## config.mk

```make
export PLATFORM = sky130hd
export DESIGN_NAME = message_template_hasher
export DESIGN_NICKNAME = d
export VERILOG_FILES = /design/src/rtl/mth_pkg.sv /design/src/rtl/message_template_hasher.sv
export VERILOG_INCLUDE_DIRS = /design/src /design/src/rtl
export SDC_FILE = /design/constraint.sdc
export NUM_CORES = 1
export LEC_CHECK = 0
export BUFFER_PORTS_ARGS = -buffer_cell sky130_fd_sc_hd__buf_2
export CAP_MARGIN = 40
export CORE_AREA = 2 2 173 175
export DETAILED_ROUTE_END_ITERATION = 16
export DIE_AREA = 0 0 175 177
export PLACE_DENSITY_LB_ADDON = 0.08
export SLEW_MARGIN = 20
export SYNTH_ARGS = -nofsm -noshare
export SYNTH_HDL_FRONTEND = slang
export SYNTH_SLANG_ARGS = --single-unit
export TNS_END_PERCENT = 100
```

## constraint.sdc

```tcl
create_clock -name aclk -period 8.29 [get_ports aclk]
set_clock_uncertainty 0.15 [all_clocks]
set_input_delay 0.4145 -clock aclk [delete_from_list [all_inputs] [get_ports aclk]]
set_output_delay 0.4145 -clock aclk [all_outputs]
set_load 0.02 [all_outputs]
```

## src/rtl/message_template_hasher_defines.svh

```systemverilog
// assertion macros for the message template hasher
`ifndef MESSAGE_TEMPLATE_HASHER_DEFINES_SVH
`define MESSAGE_TEMPLATE_HASHER_DEFINES_SVH

`ifndef SYNTHESIS
`define MTH_ASSERT_SAME(lbl, ante, cons) \
    lbl: assert property (@(posedge aclk) disable iff (!aresetn) (ante) |-> (cons)) \
        else $error("message_template_hasher: assertion failed");
`define MTH_ASSERT_NEXT(lbl, ante, cons) \
    lbl: assert property (@(posedge aclk) disable iff (!aresetn) (ante) |=> (cons)) \
        else $error("message_template_hasher: assertion failed");
`else
`define MTH_ASSERT_SAME(lbl, ante, cons)
`define MTH_ASSERT_NEXT(lbl, ante, cons)
`endif

`endif

```

## src/rtl/mth_pkg.sv

```systemverilog
// constants and the fnv-1a round shared by the message template hasher
package mth_pkg;

    localparam logic [31:0] FNV_BASIS  = 32'd2166136261;
    localparam logic [31:0] FNV_PRIME  = 32'd16777619;
    localparam logic [7:0]  ASCII_SPACE = 8'h20;
    localparam logic [7:0]  CASE_BIT    = 8'h20;
    localparam int          SENTINEL_LEN = 6;

    typedef logic [7:0] byte_t;

    localparam byte_t SENTINEL_TEXT [SENTINEL_LEN] = '{8'h5F, 8'h4E, 8'h4F, 8'h4D, 8'h53, 8'h47};

    function automatic logic [31:0] fnv_round(input logic [31:0] h, input byte_t b);
        logic [31:0] x;
        x = h ^ {24'd0, b};
        return x * FNV_PRIME;
    endfunction

    function automatic logic [31:0] sentinel_hash();
        logic [31:0] h;
        h = FNV_BASIS;
        for (int k = 0; k < SENTINEL_LEN; k++) begin
            h = fnv_round(h, SENTINEL_TEXT[k]);
        end
        return h;
    endfunction

    localparam logic [31:0] SENTINEL_HASH = sentinel_hash();

endpackage

```

## src/rtl/message_template_hasher.sv

```systemverilog
// message template hasher: word folding and fnv-1a 32 over one shared round unit
// each character is accepted in ST_IDLE, then ST_HASH runs one fnv round per hashed byte, up to three bytes
// a letter that completes a two-letter word hashes up to three bytes
// after its rounds finish, a last character waits in ST_OUT until the output register is free, then loads it
// the output register lets the next character in while a result waits to be taken
// reset (aresetn low, synchronous) clears the sequencer, word state and output valid
`include "message_template_hasher_defines.svh"

module message_template_hasher
    import mth_pkg::*;
(
    input  logic        aclk,
    input  logic        aresetn,
    input  logic        s_tvalid,
    output logic        s_tready,
    input  logic [7:0]  s_tdata,   // [7:0] char_byte
    input  logic [0:0]  s_tuser,   // [0] has_byte
    input  logic        s_tlast,   // last
    output logic        m_tvalid,
    input  logic        m_tready,
    output logic [31:0] m_tdata,   // [31:0] template_hash
    output logic [0:0]  m_tuser    // [0] no_words
);

    localparam logic [1:0] ST_IDLE = 2'd0;
    localparam logic [1:0] ST_HASH = 2'd1;
    localparam logic [1:0] ST_OUT  = 2'd2;

    localparam logic [1:0] LEN_NONE = 2'd0;
    localparam logic [1:0] LEN_ONE  = 2'd1;
    localparam logic [1:0] LEN_MANY = 2'd2;

    logic [1:0]  state_reg, state_next;
    logic [31:0] hash_reg, hash_next;
    byte_t       pend_reg, pend_next;
    logic [1:0]  wlen_reg, wlen_next;
    logic        written_reg, written_next;
    logic        fin_reg, fin_next;
    logic [1:0]  cnt_reg, cnt_next;
    byte_t       queue_reg [3];
    byte_t       queue_next [3];
    logic        out_valid_reg, out_valid_next;
    logic [31:0] out_hash_reg, out_hash_next;
    logic        out_none_reg, out_none_next;

    logic        accept;
    logic        is_letter;
    byte_t       lc;
    logic        out_free;
    logic [31:0] round_out;

    assign s_tready  = (state_reg == ST_IDLE);
    assign accept    = s_tvalid && s_tready;
    assign is_letter = ((s_tdata >= 8'h41) && (s_tdata <= 8'h5A))
                    || ((s_tdata >= 8'h61) && (s_tdata <= 8'h7A));
    assign lc        = s_tdata | CASE_BIT;
    assign out_free  = !out_valid_reg || m_tready;
    assign round_out = fnv_round(hash_reg, queue_reg[0]);

    assign m_tvalid = out_valid_reg;
    assign m_tdata  = out_hash_reg;
    assign m_tuser  = out_none_reg;

    always_comb begin
        state_next     = state_reg;
        hash_next      = hash_reg;
        pend_next      = pend_reg;
        wlen_next      = wlen_reg;
        written_next   = written_reg;
        fin_next       = fin_reg;
        cnt_next       = cnt_reg;
        queue_next     = queue_reg;
        out_valid_next = out_valid_reg;
        out_hash_next  = out_hash_reg;
        out_none_next  = out_none_reg;

        if (m_tready) begin
            out_valid_next = 1'b0;
        end

        unique case (state_reg)
            ST_IDLE: begin
                if (accept) begin
                    fin_next = s_tlast;
                    cnt_next = 2'd0;
                    if (s_tuser[0] && is_letter) begin
                        unique case (wlen_reg)
                            LEN_NONE: begin
                                pend_next = lc;
                                wlen_next = LEN_ONE;
                            end
                            LEN_ONE: begin
                                if (written_reg) begin
                                    queue_next[0] = ASCII_SPACE;
                                    queue_next[1] = pend_reg;
                                    queue_next[2] = lc;
                                    cnt_next      = 2'd3;
                                end else begin
                                    queue_next[0] = pend_reg;
                                    queue_next[1] = lc;
                                    cnt_next      = 2'd2;
                                end
                                written_next = 1'b1;
                                wlen_next    = LEN_MANY;
                            end
                            default: begin
                                queue_next[0] = lc;
                                cnt_next      = 2'd1;
                            end
                        endcase
                    end else if (s_tuser[0]) begin
                        wlen_next = LEN_NONE;
                    end
                    priority if (cnt_next != 2'd0) begin
                        state_next = ST_HASH;
                    end else if (s_tlast) begin
                        state_next = ST_OUT;
                    end else begin
                        state_next = ST_IDLE;
                    end
                end
            end
            ST_HASH: begin
                hash_next     = round_out;
                queue_next[0] = queue_reg[1];
                queue_next[1] = queue_reg[2];
                cnt_next      = cnt_reg - 2'd1;
                if (cnt_reg == 2'd1) begin
                    state_next = fin_reg ? ST_OUT : ST_IDLE;
                end
            end
            ST_OUT: begin
                if (out_free) begin
                    out_valid_next = 1'b1;
                    out_hash_next  = written_reg ? hash_reg : SENTINEL_HASH;
                    out_none_next  = !written_reg;
                    hash_next      = FNV_BASIS;
                    pend_next      = 8'd0;
                    wlen_next      = LEN_NONE;
                    written_next   = 1'b0;
                    state_next     = ST_IDLE;
                end
            end
            default: begin
                state_next = ST_IDLE;
            end
        endcase
    end

    always_ff @(posedge aclk) begin
        if (!aresetn) begin
            state_reg     <= ST_IDLE;
            hash_reg      <= FNV_BASIS;
            pend_reg      <= 8'd0;
            wlen_reg      <= LEN_NONE;
            written_reg   <= 1'b0;
            fin_reg       <= 1'b0;
            cnt_reg       <= 2'd0;
            out_valid_reg <= 1'b0;
        end else begin
            state_reg     <= state_next;
            hash_reg      <= hash_next;
            pend_reg      <= pend_next;
            wlen_reg      <= wlen_next;
            written_reg   <= written_next;
            fin_reg       <= fin_next;
            cnt_reg       <= cnt_next;
            out_valid_reg <= out_valid_next;
        end
    end

    always_ff @(posedge aclk) begin
        queue_reg    <= queue_next;
        out_hash_reg <= out_hash_next;
        out_none_reg <= out_none_next;
    end

    // checks on the sequencer and word state
    `MTH_ASSERT_SAME(a_hash_has_work, state_reg == ST_HASH, cnt_reg != 2'd0)
    `MTH_ASSERT_SAME(a_wlen_range, 1'b1, wlen_reg != 2'd3)
    `MTH_ASSERT_SAME(a_unwritten_basis, !written_reg, hash_reg == FNV_BASIS)
    `MTH_ASSERT_NEXT(a_out_clears, (state_reg == ST_OUT) && out_free,
        (hash_reg == FNV_BASIS) && !written_reg && out_valid_reg)

endmodule
```

==> impl_metrics.env <==
export IMPL_hold_end="queue_reg[6]"
export IMPL_power_density_mw_per_mm2=103.1
export IMPL_r2r_start="hash_reg[4]"
export IMPL_floorplan_rows=63
export IMPL_arrival_ns=6.35
export IMPL_synth_edf_count=56
export IMPL_postRouteAntennaNets=0
export IMPL_syn2layout_area_growth_pct=10.49
export IMPL_whs_path_depth=1
export IMPL_grt_max_degree=42
export IMPL_synth_nets=1275
export IMPL_first_global_vias=7087
export IMPL_slowest_stage="xor2_1"
export IMPL_clkTransAtPathRegs_ns=0.09
export IMPL_multi_input_area_mm2=0.006315
export IMPL_fin_crit_sh=0.7560
export IMPL_cts_repair_resized=0
export IMPL_diodes=0
export IMPL_yosysWarnings=0
export IMPL_finalMaxSlewViolations=0
export IMPL_min_path_type="primary input to register"
export IMPL_ys_flop_type="edfxtp_1"
export IMPL_ys_ff_latch=105
export IMPL_die_w_um=175
export IMPL_synth_area_mm2=0.009806
export IMPL_htree_levels=3
export IMPL_syn_avg_cell_area_um2=9.796
export IMPL_drt_total_wl_um=25040
export IMPL_fin_crit_ns=6.267
export IMPL_first_pass_iters=5
export IMPL_drv_cap=0
export IMPL_crit_chain="xor2_1, ha_1, ha_1, fa_1, ha_1, fa_1, ha_1, inv_1, fa_1, inv_1, ha_1, a21oi_1, o21ai_0, a221oi_2, o21ai_1, a21oi_1, o21bai_1, a21oi_1, xor2_1, o21ai_0"
export IMPL_cp_max_fo=6
export IMPL_nFillCells=3019
export IMPL_power_leakage_nw=5.074
export IMPL_root_buffer="clkbuf_16"
export IMPL_dp_hpwl_um=19350
export IMPL_antenna_found_initial=0
export IMPL_irDropWorstVdd_v=0.00007716
export IMPL_chipHeight_um=177
export IMPL_crit_family="adder cells"
export IMPL_clock_path_buffers=2
export IMPL_crit_required_ns=8.37
export IMPL_post_cts_buffers=0
export IMPL_outcome="complete, no violations"
export IMPL_r2r_setup_slack_ns=2.02
export IMPL_via_per_inst=4.720
export IMPL_cts_sinks=105
export IMPL_synth_distinct_cells=58
export IMPL_seq_area_frac_synth=0.2715
export IMPL_drc_errors=0
export IMPL_r2r_end="hash_reg[25]"
export IMPL_ios=49
export IMPL_io_buffers=47
export IMPL_gp_congestion=0.7884
export IMPL_path_buf_inv=2
export IMPL_rsz0062_at_grt="false"
export IMPL_holdBufCountCts=0
export IMPL_num_vias=6802
export IMPL_tightest_slew_ns=0.8491
export IMPL_die_area_mm2=0.03098
export IMPL_cts_buffers=9
export IMPL_drt_initial_drc_count=308
export IMPL_final_util=0.3705
export IMPL_fmax_ghz=0.1596
export IMPL_cts_tree="yes"
export IMPL_crit_top_cell="ha_1"
export IMPL_critPathKind="register to register"
export IMPL_worstRegToRegCells=20
export IMPL_grt_pass1_wl_um=39720
export IMPL_relSlewSlack=0.4328
export IMPL_nets=1320
export IMPL_finalHoldViolCount=0
export IMPL_core_area_mm2=0.02924
export IMPL_worstSetupEndpointType="register"
export IMPL_synthCells=1001
export IMPL_report_final_setup_viol=0
export IMPL_seqCellArea_mm2=0.002664
export IMPL_insertion_delay_ns=0.37
export IMPL_wl_per_cell_um=17.38
export IMPL_grt_overflow_total=0
export IMPL_critPathMaxStageDelay_ns=0.54
export IMPL_start_kind="register"
export IMPL_initial_core_util=0.3353
export IMPL_ys_async_sr_fraction=0
export IMPL_grtUsageTotal=0.1682
export IMPL_final_setup_tns_ns=0
export IMPL_drive_gt1_frac=0.08658
export IMPL_hp_start="s_tdata[6]"
area by class of cell:
type | instances | area share
inverters | 197 | 0.06825
flip-flops and latches | 105 | 0.2459
clock inverters | 6 | 0.005774
well taps | 390 | 0.04504
clock buffers | 10 | 0.02310
multi-input cells | 677 | 0.5829
repair buffers | 56 | 0.02910
where the power goes:
group	total, W	internal [W]	switching, W	leakage (nW)
Combinational	0.0000952	0.0000343	0.0000609	4.05
Sequential	0.000554	0.000550	0.00000387	0.877
Clock	0.000468	0.000231	0.000237	0.147
kinds of logic (layout without fill, tap and decap cells):
kind of cell	after synthesis	after routing	share of synthesized area
adder cells (fa/ha/maj)	260	260	0.3884
buffers and inverters	219	269	0.08473
AND/OR/NAND/NOR	205	205	0.1039
AO/OA/AOI/OAI	154	154	0.09864
flip-flops	105	105	0.2715
XOR/XNOR	50	50	0.04466
multiplexers	8	8	0.008167
metrics by stage:
stage	worst slack [ns]	hold slack, ns	area (µm²)	cells	power, W
finish	2.023	0.1540	10830	1441	0.001117
CTS	1.909	0.1321	10830	1441	0.001137
floorplan	2.904	0.2868	9806	1001	0.0006292
detailed placement	1.967	0.3064	10520	1425	0.0006622
global placement	1.941	0.3015	10490	1422	0.0006610
global route	1.522	0.1375	10830	1441	0.001163
worst register-to-register path: stages, from the launching register on:
cell and delay (ns):
dfxtp_1 0.42, xor2_1 0.55, ha_1 0.36, ha_1 0.29
fa_1 0.49, ha_1 0.22, fa_1 0.49, ha_1 0.29
inv_1 0.05, fa_1 0.53, inv_1 0.04, ha_1 0.37
a21oi_1 0.17, o21ai_0 0.23, a221oi_2 0.44, o21ai_1 0.20
a21oi_1 0.28, o21bai_1 0.10, a21oi_1 0.18, xor2_1 0.20
o21ai_0 0.09
layer usage:
metal	GRT usage	wire length, µm	share of wire	up-vias
li1	-	-	-	3409
met1	0.2409	12670	0.51	3310
met2	0.2777	11770	0.47	70
met3	0.01353	368	0.015	13
met4	0.03681	228	0.0091	0
met5	0	0	0	-
cells in the mapped netlist (all sizes together), types with 8 or more instances:
cell | instances | area share
dfxtp | 49 | 0.10
clkbuf | 17 | 0.0065
mux2i | 8 | 0.0082
ha | 186 | 0.24
nor3 | 10 | 0.0051
xor2 | 20 | 0.018
and3 | 10 | 0.0070
inv | 197 | 0.075
and2 | 21 | 0.014
nor2 | 34 | 0.013
nand2 | 67 | 0.026
a21oi | 57 | 0.030
nand3 | 19 | 0.0097
nand2b | 30 | 0.019
a21o | 10 | 0.0078
o21ai | 48 | 0.025
edfxtp | 56 | 0.17
xnor2 | 30 | 0.027
fa | 74 | 0.15
cells in the final DEF, fill, tap and decap left out, drive strengths merged, types with 4 or more instances in the layout:
cell type / count
nor2b: 6
fa: 74
nand2b: 30
mux2i: 8
nand3: 19
xnor2: 30
nor3: 10
a21oi: 57
ha: 186
a22oi: 5
nand2: 67
a21o: 10
clkbuf: 10
inv: 200
o21ai: 48
xor2: 20
buf: 56
and2: 21
edfxtp: 56
o311ai: 4
o22a: 4
a211oi: 4
and3: 10
nor2: 34
dfxtp: 49
o22ai: 5
worst max path at each step:
stage | from | end | depth (start not counted)
3_3_place_gp | hash_reg[6] | hash_reg[25] | 21
3_5_place_dp | hash_reg[6] | hash_reg[25] | 21
6_report | hash_reg[4] | hash_reg[25] | 20
4_1_cts | hash_reg[6] | hash_reg[25] | 21
5_1_grt | hash_reg[6] | hash_reg[25] | 21
2_1_floorplan | queue_reg[22] | hash_reg[25] | 20
Note: power is estimated with default switching activity, not from simulation.
